<file path="src/rtl/gfne_pkg.sv">
// Shared types, constants and direction tables for the grid neighbour expansion block.
// Depends on nothing; every other file of the block uses it.
`default_nettype none

package gfne_pkg;

  // Size of the occupancy store.
  localparam int MAX_WIDTH  = 256;
  localparam int MAX_HEIGHT = 256;
  localparam int ADDR_W     = $clog2(MAX_WIDTH * MAX_HEIGHT);

  // The coordinate fields are eight bits wide, so the usable grid never exceeds 256.
  localparam logic [8:0] EFF_W_MAX = 9'((MAX_WIDTH < 256) ? MAX_WIDTH : 256);
  localparam logic [8:0] EFF_H_MAX = 9'((MAX_HEIGHT < 256) ? MAX_HEIGHT : 256);

  // Command queue between the front and the back.
  localparam int QUEUE_DEPTH = 4;
  localparam int QPTR_W      = $clog2(QUEUE_DEPTH);

  // Configuration port.
  localparam int CFG_IDX_W  = 2;
  localparam int CFG_DATA_W = 9;

  localparam logic [CFG_IDX_W-1:0] REG_GRID_WIDTH     = 2'd0;
  localparam logic [CFG_IDX_W-1:0] REG_GRID_HEIGHT    = 2'd1;
  localparam logic [CFG_IDX_W-1:0] REG_FREE_THRESHOLD = 2'd2;

  localparam logic KIND_WRITE = 1'b0;
  localparam logic KIND_QUERY = 1'b1;

  typedef struct packed {
    logic       is_query;
    logic [7:0] x;
    logic [7:0] y;
    logic [7:0] occupancy;
  } cmd_t;

  typedef struct packed {
    logic [8:0] grid_width;
    logic [8:0] grid_height;
    logic [7:0] free_threshold;
  } cfg_t;

  // Direction order: west, north, east, south, NW, SE, SW, NE.
  // Offsets are two-bit two's complement values.
  function automatic logic [1:0] dir_dx(input logic [2:0] d);
    logic [1:0] r;
    case (d)
      3'd0: r = 2'b11;
      3'd1: r = 2'b00;
      3'd2: r = 2'b01;
      3'd3: r = 2'b00;
      3'd4: r = 2'b11;
      3'd5: r = 2'b01;
      3'd6: r = 2'b11;
      3'd7: r = 2'b01;
      default: r = 2'b00;
    endcase
    return r;
  endfunction

  function automatic logic [1:0] dir_dy(input logic [2:0] d);
    logic [1:0] r;
    case (d)
      3'd0: r = 2'b00;
      3'd1: r = 2'b11;
      3'd2: r = 2'b00;
      3'd3: r = 2'b01;
      3'd4: r = 2'b11;
      3'd5: r = 2'b01;
      3'd6: r = 2'b01;
      3'd7: r = 2'b11;
      default: r = 2'b00;
    endcase
    return r;
  endfunction

endpackage

`default_nettype wire

</file>
<file path="src/rtl/gfne_queue.sv">
// Short command queue that decouples the front end from the back end.
// Depends on gfne_pkg for the command type and depth.
`default_nettype none

module gfne_queue (
  input  wire logic            clk,
  input  wire logic            rst,
  input  wire logic            push,
  input  wire gfne_pkg::cmd_t  push_cmd,
  output logic                 full,
  input  wire logic            pop,
  output gfne_pkg::cmd_t       head,
  output logic                 nonempty
);
  import gfne_pkg::*;

  cmd_t              slots [QUEUE_DEPTH];
  logic [QPTR_W-1:0] wr_ptr;
  logic [QPTR_W-1:0] rd_ptr;
  logic [QPTR_W:0]   count;

  assign full     = (count == (QPTR_W + 1)'(QUEUE_DEPTH));
  assign nonempty = (count != '0);
  assign head     = slots[rd_ptr];

  always_ff @(posedge clk) begin
    if (push) begin
      slots[wr_ptr] <= push_cmd;
    end
  end

  always_ff @(posedge clk) begin
    if (rst) begin
      wr_ptr <= '0;
      rd_ptr <= '0;
      count  <= '0;
    end else begin
      if (push) begin
        wr_ptr <= (wr_ptr == QPTR_W'(QUEUE_DEPTH - 1)) ? '0 : wr_ptr + 1'b1;
      end
      if (pop) begin
        rd_ptr <= (rd_ptr == QPTR_W'(QUEUE_DEPTH - 1)) ? '0 : rd_ptr + 1'b1;
      end
      case ({push, pop})
        2'b10:   count <= count + 1'b1;
        2'b01:   count <= count - 1'b1;
        default: count <= count;
      endcase
    end
  end

endmodule

`default_nettype wire

</file>
<file path="config.mk">
export PLATFORM = sky130hd
export DESIGN_NAME = gfne_queue
export DESIGN_NICKNAME = d
export VERILOG_FILES = /design/src/rtl/gfne_pkg.sv /design/src/rtl/gfne_queue.sv
export SDC_FILE = /design/constraint.sdc
export NUM_CORES = 1
export LEC_CHECK = 0
export ABC_CLOCK_PERIOD_IN_PS = 2500
export BUFFER_PORTS_ARGS = -buffer_cell sky130_fd_sc_hd__buf_2
export CORE_ASPECT_RATIO = 1.25
export CORE_MARGIN = 2
export CORE_UTILIZATION = 61
export CTS_CLUSTER_SIZE = 8
export DETAILED_ROUTE_END_ITERATION = 10
export PLACE_DENSITY = 0.84
export SYNTH_ARGS = -nofsm -noshare
export SYNTH_HDL_FRONTEND = slang
export SYNTH_SLANG_ARGS = --single-unit
</file>
<file path="constraint.sdc">
create_clock -name clk -period 2.5 [get_ports clk]
set_input_delay 0.375 -clock clk [delete_from_list [all_inputs] [get_ports clk]]
set_output_delay 0.375 -clock clk [all_outputs]
set_load 0.1 [all_outputs]
</file>
# Yosys cells after proc, flatten, opt, wreduce, memory -nomap -nowiden
# Memories as Yosys holds them, arrays and structs flattened. A register that Yosys moved wholly into a read port is not among the register bits.
# Cells that the tools add are included.
# word_totals
register_bits	7
ram_bits	100
inputBits	29
wordCells	22
mem_count	1
# op_classes
addsub	4
n_eq_ne	5
n_mux	7
n_reduce_logical	2
# mem_list
name	words	word_bits	rd	rd_ports_with_merged_regs	write_ports	line	source
slots	4	25	1	1	1	gfne_queue.sv:17	cmd_t slots [QUEUE_DEPTH];
# op_table
cell	count
2-to-1 mux 2 bit	4
== test 2 bit, second input constant	3
case mux 3 bit (2 select lines)	1
adder 2 x 1 -> 2 bit, second input constant	2
adder 3 x 1 -> 3 bit, second input constant	1
== test 3 bit, second input constant	1
nonzero test 3 bit	1
subtractor 3 x 1 -> 3 bit, second input constant	1
== test 2 x 1 -> 1 bit, second input constant	1
2-to-1 mux 1 bit	2
nonzero test 2 bit	1

# Longest topological paths before layout
# depth
ltp_word	4
mapped_depth	6

# Worst setup path before layout
# OpenSTA, ideal clock, no wires.
# synth_timing
kind	flip-flop to output port
from	reg count[0]
to	out full
t_arrival_ns	2.547
t_required_ns	2.125
slack_ns	-0.422
stages_incl_launch_ff	2
path_buffers	0
path_cell_list	dfxtp_1 -> nor3b_1
# synth_between
elab_chain_cells	1
# synth_lines
element	line	source
from (decl)	gfne_queue.sv:20	logic [QPTR_W:0] count;
from (signal assigned)	gfne_queue.sv:45	2'b10: count <= count + 1'b1;
from (signal assigned)	gfne_queue.sv:46	2'b01: count <= count - 1'b1;
from (signal assigned)	gfne_queue.sv:47	default: count <= count;
== test 3 bit	gfne_queue.sv:22	assign full = (count == (QPTR_W + 1)'(QUEUE_DEPTH));
to (decl)	gfne_queue.sv:10	output logic full,
# No other way between the ends.

==> impl_metrics.tcl <==
set metrics [dict create \
    status "complete, no violations" \
    antenna_found_initial 0 \
    cap_violations 0 \
    ys_seq_elements 109 \
    busiest_layer "met2" \
    hpwl_microns 4370 \
    fin_tns_setup_ps 0 \
    p_int_mw 2.83 \
    met2_usage_pct 34.1 \
    n_antenna_cell 0 \
    cp-end-kind "output pin" \
    synthMuxAreaShare_pct 15.0 \
    coreArea_sq_um 6520 \
    combPwrFrac_pct 22.2 \
    netlist_instances 175 \
    postRouteAntennaNets 0 \
    gr-usage-met1_pct 24.2 \
    synth_cell_types 20 \
    htreeDepth 3 \
    grt_start_max_net_pins 26 \
    grt.overflow.total 0 \
    fin_area_sq_um 4970 \
    synthAdderAreaFrac_pct 2.32 \
    gp_congestion 0.668 \
    report.final.slew_viol_count 0 \
    grt_pass1_vias 1966 \
    root_buffer "clkbuf_8" \
    die_y_microns 95.6 \
    die_w_microns 77.3 \
    fin_skew_ps 5.16 \
    synth_top_area_cell "edfxtp_1" \
    pre_cts_slack_ps 540 \
    cts_tree "done" \
    dpl.cell_count 319 \
    synth_compound_area_share_pct 0.489 \
    areaGrowthSynthToFinish_pct 21.6 \
    p_leak_nw 1.75 \
    place.port_buffers 55 \
    multi_input_area_sq_um 832 \
    critPathMaxFanout 11 \
    max-clock-path-buffers 2 \
    drc_errors 0 \
    min_period_ps 2310 \
    ys_top_cells_by_area "edfxtp_1 73%, mux4_2 11%, dfxtp_1 4.4%, mux4_1 3.2%, ha_1 1.8%" \
    min_from "push_cmd[16]" \
    worstMarginPinSlew_ps 500 \
    drt-wirelength-per-cell_microns 19.6 \
    arrival_ps 1930 \
    fmax_ghz 0.434 \
    avgSynthCellArea_sq_um 23.4 \
    min_path_type "input port to flip-flop" \
    grt_pass1_wl_microns 10300 \
    vias_per_cell 5.61 \
    nFillCells 369 \
    startpoint_type "flip-flop" \
    cts_buffers 9 \
    post-route-period-util_pct 92.2 \
    synthSimpleGateAreaFrac_pct 2.02 \
    via_count 1879 \
    criticalPathCategory "flip-flop to output pin" \
    maxSlewHeadroom_pct 66.6 \
    nets 279 \
    final_cell_mix "100 x edfxtp_1, 35 x buf_2, 20 x mux4_2, 20 x buf_12, 9 x clkbuf_8" \
    grt_usage_pct 19.6 \
    synth.yosys.seq_area_share_pct 77.8 \
    start_util_pct 62.7 \
    yosysWarningCount 0 \
    p_switching_mw 1.20 \
    power.density_nw_per_um2 810 \
    layout-drive-gt1-share_pct 40.7 \
    place_area_sq_um 4780 \
    clk_latency_ps 350 \
    drt_wl_total_microns 6570 \
    swShare_pct 29.8 \
    synthXorXnorAreaFrac_pct 0.428 \
    vdd_drop_max_mv 0.756 \
    regToRegStartpoint "count[0]" \
    synth_nets 211 \
    p_clk_share_pct 25.5 \
    holdWs_ps 230 \
    yosysTopAreaCellShare_pct 73.4 \
    seq_area_sq_um 3180 \
    clk_pin_slew_ps 100 \
    cts_sinks 109 \
    dr.first_iter.drc_count 119 \
    cts_resized 0 \
    layout_commonest_cell "edfxtp_1" \
    postCtsHoldBufs 0 \
    netlist_area_sq_um 4090 \
    rows 33 \
    crit_required_ps 2120 \
    final_util_pct 76.2 \
    p_seq_share_pct 52.4 \
    first_pass_iters 4 \
    cts_setup_buffers 0 \
    setup_viol_count_final 0 \
    setup_ws_ps 195 \
    rsz0062_at_grt "no" \
    io_pins 56 \
    die_area_sq_um 7380 \
    grt_use_met3_pct 3.50 \
    synth_top_family_by_area "multiplexers" \
    fin_cells 335 \
    final_hold_viol_count 0 \
    power.total_mw 4.03 \
]
[final timing paths]
| path | to | slack, ps | cells past startpoint |
|---|---|---|---|
| setup / recovery | head[20] | 190 | 3 |
| setup reg to reg | count[2] | 1050 | 4 |
| hold / removal | slots[1][16] | 230 | 1 |
| hold reg to reg | count[2] | 500 | 2 |
[layer usage]
layer / vias up / routed length (microns)
met3: 6 / 302
li1: 858 / -
met1: 938 / 2580
met2: 77 / 3640
met4: 0 / 51
met5: - / 0
[registers in the layout, summed over array words and instances, names as in the netlist, named ones only]
name	cells
wr_ptr	2
slots	100
count	3
rd_ptr	2
[synthesized netlist by cell type]
library cell / instances
edfxtp_1: 100
mux4_2: 20
dfxtp_1: 9
ha_1: 6
nor2_1: 6
mux4_1: 5
and2_1: 4
inv_1: 4
a21oi_1: 3
mux2i_1: 3
nor3b_1: 3
buf_12: 2
buf_2: 2
or3_1: 2
buf_6: 1
clkbuf_2: 1
fa_1: 1
o21ai_0: 1
xnor2_1: 1
xor2_1: 1
[kinds of logic (layout without fill, tap and decap cells)]
logic type,Yosys count,count (layout)
fa+ha+maj,7,7
simple gates,15,15
compound gates,4,4
xor+xnor,2,2
buf+inv,10,83
flops,109,109
mux,28,28
[power groups by stage]
stage	Combinational [mW]	Sequential (mW)	Clock [mW]
after floorplan	0.630	2.13	0
after global placement	0.887	2.15	0
after detailed placement	0.899	2.15	0
after CTS	0.900	2.11	1.05
after global routing	0.923	2.12	1.12
final	0.893	2.11	1.03
[worst max-delay path: stages, from the launching register on]
cell and delay (ps):
dfxtp_2 540, buf_4 280, mux4_2 570, buf_12 190
[layout make-up]
| cell class | count | area share [%] |
|---|---|---|
| flip-flops and latches | 109 | 64.0 |
| multi-input cells | 56 | 16.7 |
| repair buffers | 63 | 12.8 |
| clock buffers | 9 | 2.49 |
| well taps | 87 | 2.19 |
| clock inverters | 7 | 1.48 |
| inverters | 4 | 0.302 |
(Power assumes the default switching activity.)
