$ cat src/rtl/gfne_pkg.sv
// Shared types, constants and direction tables for the grid neighbour expansion block.
// Depends on nothing; every other file of the block uses it.
`default_nettype none

package gfne_pkg;

  // Size of the occupancy store.
  localparam int MAX_WIDTH  = 256;
  localparam int MAX_HEIGHT = 256;
  localparam int ADDR_W     = $clog2(MAX_WIDTH * MAX_HEIGHT);

  // The coordinate fields are eight bits wide, so the usable grid never exceeds 256.
  localparam logic [8:0] EFF_W_MAX = 9'((MAX_WIDTH < 256) ? MAX_WIDTH : 256);
  localparam logic [8:0] EFF_H_MAX = 9'((MAX_HEIGHT < 256) ? MAX_HEIGHT : 256);

  // Command queue between the front and the back.
  localparam int QUEUE_DEPTH = 4;
  localparam int QPTR_W      = $clog2(QUEUE_DEPTH);

  // Configuration port.
  localparam int CFG_IDX_W  = 2;
  localparam int CFG_DATA_W = 9;

  localparam logic [CFG_IDX_W-1:0] REG_GRID_WIDTH     = 2'd0;
  localparam logic [CFG_IDX_W-1:0] REG_GRID_HEIGHT    = 2'd1;
  localparam logic [CFG_IDX_W-1:0] REG_FREE_THRESHOLD = 2'd2;

  localparam logic KIND_WRITE = 1'b0;
  localparam logic KIND_QUERY = 1'b1;

  typedef struct packed {
    logic       is_query;
    logic [7:0] x;
    logic [7:0] y;
    logic [7:0] occupancy;
  } cmd_t;

  typedef struct packed {
    logic [8:0] grid_width;
    logic [8:0] grid_height;
    logic [7:0] free_threshold;
  } cfg_t;

  // Direction order: west, north, east, south, NW, SE, SW, NE.
  // Offsets are two-bit two's complement values.
  function automatic logic [1:0] dir_dx(input logic [2:0] d);
    logic [1:0] r;
    case (d)
      3'd0: r = 2'b11;
      3'd1: r = 2'b00;
      3'd2: r = 2'b01;
      3'd3: r = 2'b00;
      3'd4: r = 2'b11;
      3'd5: r = 2'b01;
      3'd6: r = 2'b11;
      3'd7: r = 2'b01;
      default: r = 2'b00;
    endcase
    return r;
  endfunction

  function automatic logic [1:0] dir_dy(input logic [2:0] d);
    logic [1:0] r;
    case (d)
      3'd0: r = 2'b00;
      3'd1: r = 2'b11;
      3'd2: r = 2'b00;
      3'd3: r = 2'b01;
      3'd4: r = 2'b11;
      3'd5: r = 2'b01;
      3'd6: r = 2'b01;
      3'd7: r = 2'b11;
      default: r = 2'b00;
    endcase
    return r;
  endfunction

endpackage

`default_nettype wire

$ cat src/rtl/gfne_intf.sv
// Channel interfaces of the block: input items, result items and configuration writes.
// Depends on gfne_pkg for the configuration port widths.
`default_nettype none

interface gfne_item_if;
  logic       valid;
  logic       ready;
  logic       kind;
  logic [7:0] cell_x;
  logic [7:0] cell_y;
  logic [7:0] occupancy;

  modport source (output valid, kind, cell_x, cell_y, occupancy, input ready);
  modport sink   (input valid, kind, cell_x, cell_y, occupancy, output ready);
endinterface


interface gfne_cfg_if;
  logic                             valid;
  logic                             ready;
  logic [gfne_pkg::CFG_IDX_W-1:0]   index;
  logic [gfne_pkg::CFG_DATA_W-1:0]  data;

  modport source (output valid, index, data, input ready);
  modport sink   (input valid, index, data, output ready);
endinterface

`default_nettype wire

$ cat src/rtl/gfne_front.sv
// Front end: accepts input words, classifies them into commands and holds the
// configuration registers. Depends on gfne_pkg and gfne_intf.
`default_nettype none

module gfne_front (
  input  wire logic        clk,
  input  wire logic        rst,
  gfne_item_if.sink        item,
  gfne_cfg_if.sink         cfg,
  input  wire logic        q_full,
  output logic             push,
  output gfne_pkg::cmd_t   push_cmd,
  output gfne_pkg::cfg_t   cfg_regs
);
  import gfne_pkg::*;

  logic in_store;

  assign item.ready = !q_full;
  assign cfg.ready  = 1'b1;

  // Writes that fall outside the store are dropped here and never reach the back.
  assign in_store = (32'(item.cell_x) < MAX_WIDTH) && (32'(item.cell_y) < MAX_HEIGHT);
  assign push     = item.valid && item.ready && ((item.kind == KIND_QUERY) || in_store);

  assign push_cmd.is_query  = (item.kind == KIND_QUERY);
  assign push_cmd.x         = item.cell_x;
  assign push_cmd.y         = item.cell_y;
  assign push_cmd.occupancy = item.occupancy;

  always_ff @(posedge clk) begin
    if (rst) begin
      cfg_regs.grid_width     <= 9'd256;
      cfg_regs.grid_height    <= 9'd256;
      cfg_regs.free_threshold <= 8'd50;
    end else if (cfg.valid && cfg.ready) begin
      case (cfg.index)
        REG_GRID_WIDTH:     cfg_regs.grid_width     <= cfg.data;
        REG_GRID_HEIGHT:    cfg_regs.grid_height    <= cfg.data;
        REG_FREE_THRESHOLD: cfg_regs.free_threshold <= cfg.data[7:0];
        default: ;
      endcase
    end
  end

endmodule

`default_nettype wire

$ cat src/flat_wrapper.sv
// flat-port wrapper written by rule: the top's interface ports become plain ports
module gfne_front_flat import gfne_pkg::*;
  (clk, rst, q_full, push, push_cmd, cfg_regs, item_valid, item_kind, item_cell_x, item_cell_y, item_occupancy, item_ready, cfg_valid, cfg_index, cfg_data, cfg_ready);
  gfne_item_if item_i ();
  gfne_cfg_if cfg_i ();
  input  wire logic clk;
  input  wire logic rst;
  input  wire logic q_full;
  output logic push;
  output gfne_pkg::cmd_t push_cmd;
  output gfne_pkg::cfg_t cfg_regs;
  input wire logic [$bits(item_i.valid)-1:0] item_valid;
  input wire logic [$bits(item_i.kind)-1:0] item_kind;
  input wire logic [$bits(item_i.cell_x)-1:0] item_cell_x;
  input wire logic [$bits(item_i.cell_y)-1:0] item_cell_y;
  input wire logic [$bits(item_i.occupancy)-1:0] item_occupancy;
  output wire logic [$bits(item_i.ready)-1:0] item_ready;
  input wire logic [$bits(cfg_i.valid)-1:0] cfg_valid;
  input wire logic [$bits(cfg_i.index)-1:0] cfg_index;
  input wire logic [$bits(cfg_i.data)-1:0] cfg_data;
  output wire logic [$bits(cfg_i.ready)-1:0] cfg_ready;
  assign item_i.valid = item_valid;
  assign item_i.kind = item_kind;
  assign item_i.cell_x = item_cell_x;
  assign item_i.cell_y = item_cell_y;
  assign item_i.occupancy = item_occupancy;
  assign item_ready = item_i.ready;
  assign cfg_i.valid = cfg_valid;
  assign cfg_i.index = cfg_index;
  assign cfg_i.data = cfg_data;
  assign cfg_ready = cfg_i.ready;
  gfne_front u_core (.clk(clk), .rst(rst), .item(item_i), .cfg(cfg_i), .q_full(q_full), .push(push), .push_cmd(push_cmd), .cfg_regs(cfg_regs));
endmodule
$ cat config.mk
export PLATFORM = sky130hd
export DESIGN_NAME = gfne_front_flat
export DESIGN_NICKNAME = d
export VERILOG_FILES = /design/src/rtl/gfne_pkg.sv /design/src/rtl/gfne_intf.sv /design/src/rtl/gfne_front.sv /design/src/flat_wrapper.sv
export SDC_FILE = /design/constraint.sdc
export NUM_CORES = 1
export LEC_CHECK = 0
export BUFFER_PORTS_ARGS = -buffer_cell sky130_fd_sc_hd__buf_2
export CAP_MARGIN = 30
export CORE_MARGIN = 5
export CORE_UTILIZATION = 40
export DETAILED_ROUTE_END_ITERATION = 10
export PLACE_DENSITY = 0.89
export SETUP_SLACK_MARGIN = 0.02
export SYNTH_ARGS = -nofsm -noshare
export SYNTH_HDL_FRONTEND = slang
export SYNTH_SLANG_ARGS = --single-unit
$ cat constraint.sdc
create_clock -name clk -period 1.3 [get_ports clk]
set_input_delay 0.26 -clock clk [delete_from_list [all_inputs] [get_ports clk]]
set_output_delay 0.26 -clock clk [all_outputs]
set_load 0.05 [all_outputs]
# [Word level (Yosys, flattened, before mapping)]
# Cells that the tools add are included.
# Widths: inputs -> output; s select.
[op_classes] bitwise_logic=0 n_shift=0 n_addsub=0 multipliers=0 div_mod_pow=0 order_cmp=0 reduce_logical=6 eq_ne=2 muxes=0
[op_table] operator="$reduce_and 2->1" n=3
[op_table] operator="$eq 2x1->1 const B" n=1
[op_table] operator="$eq 2x2->1 const B" n=1
[op_table] operator="$logic_not 2->1" n=1
[op_table] operator="$logic_and 1x1->1" n=1
[op_table] operator="$logic_not 1->1" n=1
[totals] romBits=0 ramBits=0 output_inout_bits=54 ff_bits=26 memories=0 in_bits=41 latchBits=0

# [Longest topological paths before layout]
[depth] ltp_word=2 ltp_mapped=4 ltp_nobuf=2

# [Worst setup path before layout]
# OpenSTA, ideal clock, no wires.
[synth_timing] kind="input-to-output" from="in item_valid" to="out push" path_buffers=0 slack_ps=73 arrival_time_ps=967 t_required_ps=1040 stages=1 path_cell_list="nor2b_1"
[synth_via] elab_chain_len=1
[synth_rtl] item="start, declared" line_no="flat_wrapper.sv:12" source="input wire logic [$bits(item_i.valid)-1:0] item_valid;"
[synth_rtl] item="$logic_and 1x1->1" line_no="gfne_front.sv:24" source="assign push = item.valid && item.ready && ((item.kind == KIND_QUERY) || in_store);"
[synth_rtl] item="end, declared" line_no="flat_wrapper.sv:9" source="output logic push;"
# No other way between the ends.

# [Final worst setup path]
[layout_timing] from="reg u_core.cfg_regs[20] (netlist name)" to="out cfg_regs[20] (netlist bit)"
[layout_lines] item="end, declared" line_no="flat_wrapper.sv:11" source="output gfne_pkg::cfg_t cfg_regs;"
# No word-level cell between the ends.

==> flow_metrics.env <==
export IMPL_status="completed"
export IMPL_crit_buf_inv=1
export IMPL_cp_max_fo=2
export IMPL_die_x_um=66.3
export IMPL_design_core_area_mm2=0.00305
export IMPL_gp_congestion=0.687
export IMPL_slowest_delay_ns=0.37
export IMPL_clkPwrFrac_pct=26.1
export IMPL_ys_seq_area_share_pct=41.0
export IMPL_r2r_end="u_core.cfg_regs[17]$_SDFFE_PP0P_"
export IMPL_syn_to_final_growth_pct=8.67
export IMPL_cp_slowest_cell="dfxtp_1"
export IMPL_post_route_cells_drive_above_1_share_pct=35.4
export IMPL_grt_use_total_pct=11.2
export IMPL_dp_cells=187
export IMPL_top_register="u_core.cfg_regs"
export IMPL_synth_area_mm2=0.00127
export IMPL_hold_buffers=0
export IMPL_swShare_pct=28.1
export IMPL_final_cell_mix="buf_2 (40), nand2b_1 (29), mux2i_1 (26), dfxtp_1 (26), nor2_1 (9)"
export IMPL_die_h_um=66.3
export IMPL_num_vias=834
export IMPL_power_density_mw_per_mm2=1090
export IMPL_p_sw_uw=424
export IMPL_viasPerCell=4.37
export IMPL_initial_core_util_pct=41.6
export IMPL_root_buffer="clkbuf_4"
export IMPL_pwr_share_comb_pct=18.4
export IMPL_largest_reg_flops=26
export IMPL_numCtsBuffers=3
export IMPL_clock_sinks=26
export IMPL_cts_tree="done"
export IMPL_fin_crit_ns=1.21
export IMPL_cap_violations=0
export IMPL_cp_arrival_ns=0.95
export IMPL_cp_start_kind="flip-flop"
export IMPL_dp_slack_ns=0.0985
export IMPL_r2r_cells=2
export IMPL_finalSetupViolCount=0
export IMPL_cp_depth=1
export IMPL_cts_path_max_buffers=2
export IMPL_hold_path_depth=3
export IMPL_dieArea_mm2=0.00440
export IMPL_min_from="cfg_data[8]"
export IMPL_yosys_top_cells_area="dfxtp_1 (41%), mux2i_1 (20%), buf_4 (15%)"
export IMPL_ios=95
export IMPL_slew_violations=0
export IMPL_wl_per_cell_um=12.1
export IMPL_ys_warn_count=0
export IMPL_dp_hpwl_um=1730
export IMPL_fin_crit_sh_pct=93.0
export IMPL_clock_latency_ns=0.30
export IMPL_grt_overflow_total=0
export IMPL_tns_ns=0
export IMPL_drt_initial_drc_count=56
export IMPL_rrSetupSlack_ns=0.68
export IMPL_final_common_cell="buf_2"
export IMPL_yosysTopAreaCell="dfxtp_1"
export IMPL_ir_drop_mv=0.351
export IMPL_reg_largest_list="u_core.cfg_regs: 26 flops"
export IMPL_timing_fmax_mhz=827
export IMPL_crit_required_ns=1.04
export IMPL_clk_pin_slew_ns=0.13
export IMPL_synth_top_cell_area_share_pct=41.0
export IMPL_ys_ff_latch=26
export IMPL_antenna_found_initial=0
export IMPL_final_nets=189
export IMPL_rsz0062_at_grt="false"
export IMPL_diodes=0
export IMPL_routed_wl_um=2320
export IMPL_worstSetupEndpointType="output port"
export IMPL_htree_num_levels=1
export IMPL_path_cells="buf_2"
export IMPL_intPower_mw=1.09
export IMPL_avgSynthCellArea_um2=9.84
export IMPL_r2r_start="u_core.cfg_regs[17]$_SDFFE_PP0P_"
export IMPL_holdPathEnd="u_core.cfg_regs[16]$_SDFFE_PP1P_"
export IMPL_ys_types=14
export IMPL_timing_final_ws_setup_ns=0.0910
export IMPL_instances_no_fill=191
export IMPL_whs_ns=0.212
export IMPL_synth_nets=170
export IMPL_numPortBuffers=43
export IMPL_grt_pass1_vias=828
export IMPL_leakagePower_nw=0.708
export IMPL_grt_start_max_net_pins=35
export IMPL_dr_pass1_iters=2
export IMPL_hold_class="in2reg"
export IMPL_syn_inst=129
export IMPL_hold_viol=0
export IMPL_finalPower_mw=1.51
export IMPL_path_class="reg2out"
export IMPL_power_frac_seq_pct=55.5
export IMPL_post_route_drc_count=0
export IMPL_ant_nets=0
export IMPL_core_rowCount=20
export IMPL_grt_pass1_wl_um=3800
export IMPL_finClkSkew_ns=0
export IMPL_cp_top_family="flip-flops"
## kinds of logic after synthesis
kind of cell	after synthesis	share of synthesized area, %
buffers and inverters	34	18.7
flip-flops	26	41.0
multiplexers	26	20.5
other	1	0.295
AND/OR/NAND/NOR	42	19.5
## power by group through the flow
| stage | clock, mW | sequential [mW] | combinational (mW) |
|---|---|---|---|
| after global routing | 0.462 | 0.843 | 0.299 |
| after floorplan | 0 | 0.955 | 0.317 |
| after detailed placement | 0 | 0.857 | 0.278 |
| after global placement | 0 | 0.856 | 0.276 |
| after CTS | 0.415 | 0.839 | 0.280 |
| final | 0.394 | 0.839 | 0.278 |
## worst max-delay path by stage
stage,start,endpoint,slack [ns]
after floorplan,item_valid,push,0.07
after global placement,cfg_index[1],u_core.cfg_regs[25]$_SDFFE_PP1P_,0.13
after detailed placement,cfg_index[1],u_core.cfg_regs[17]$_SDFFE_PP0P_,0.1
after CTS,u_core.cfg_regs[20]$_SDFFE_PP0P_,cfg_regs[20],0.07
after global routing,u_core.cfg_regs[20]$_SDFFE_PP0P_,cfg_regs[20],0.02
final,u_core.cfg_regs[20]$_SDFFE_PP0P_,cfg_regs[20],0.09
## cell type report
type / count / area [um2]
Fill cell: 328 / 1670
Sequential cell: 26 / 520
Multi-Input combinational cell: 69 / 512
Timing Repair Buffer: 47 / 253
Tap cell: 44 / 55.1
Clock buffer: 4 / 36.3
Inverter: 1 / 3.75
## routing by layer
| layer | global-route usage, % | up-vias | share of wire (%) | wire length [um] |
|---|---|---|---|---|
| li1 | - | 420 | - | - |
| met1 | 14.3 | 375 | 46 | 1050 |
| met2 | 18.1 | 33 | 44 | 1020 |
| met3 | 2.89 | 6 | 9.5 | 221 |
| met4 | 4.06 | 0 | 0.65 | 15 |
| met5 | 0 | - | 0 | 0 |
## stage by stage
step / util (%) / area (um2)
2_1_floorplan: - / 1270
3_3_place_gp: 43.8 / 1340
3_5_place_dp: 43.8 / 1340
4_1_cts: 45.0 / 1370
5_1_grt: 45.2 / 1380
6_report: 45.2 / 1380
## Yosys cell counts
| cell | instances |
|---|---|
| nor2_1 | 9 |
| dfxtp_1 | 26 |
| clkbuf_1 | 2 |
| buf_2 | 4 |
| mux2i_1 | 26 |
| nand3b_1 | 1 |
| and3b_2 | 1 |
| buf_4 | 26 |
| conb_1 | 1 |
| nand2b_1 | 29 |
| or3b_1 | 1 |
| inv_1 | 1 |
| nor2b_1 | 1 |
| buf_6 | 1 |
## what timing repair did
action	in CTS	in global routing
gates resized for setup	0	3
endpoints found under the setup margin	0	3
setup buffers	0	0
No activity file was read; power rests on OpenSTA's default activity.
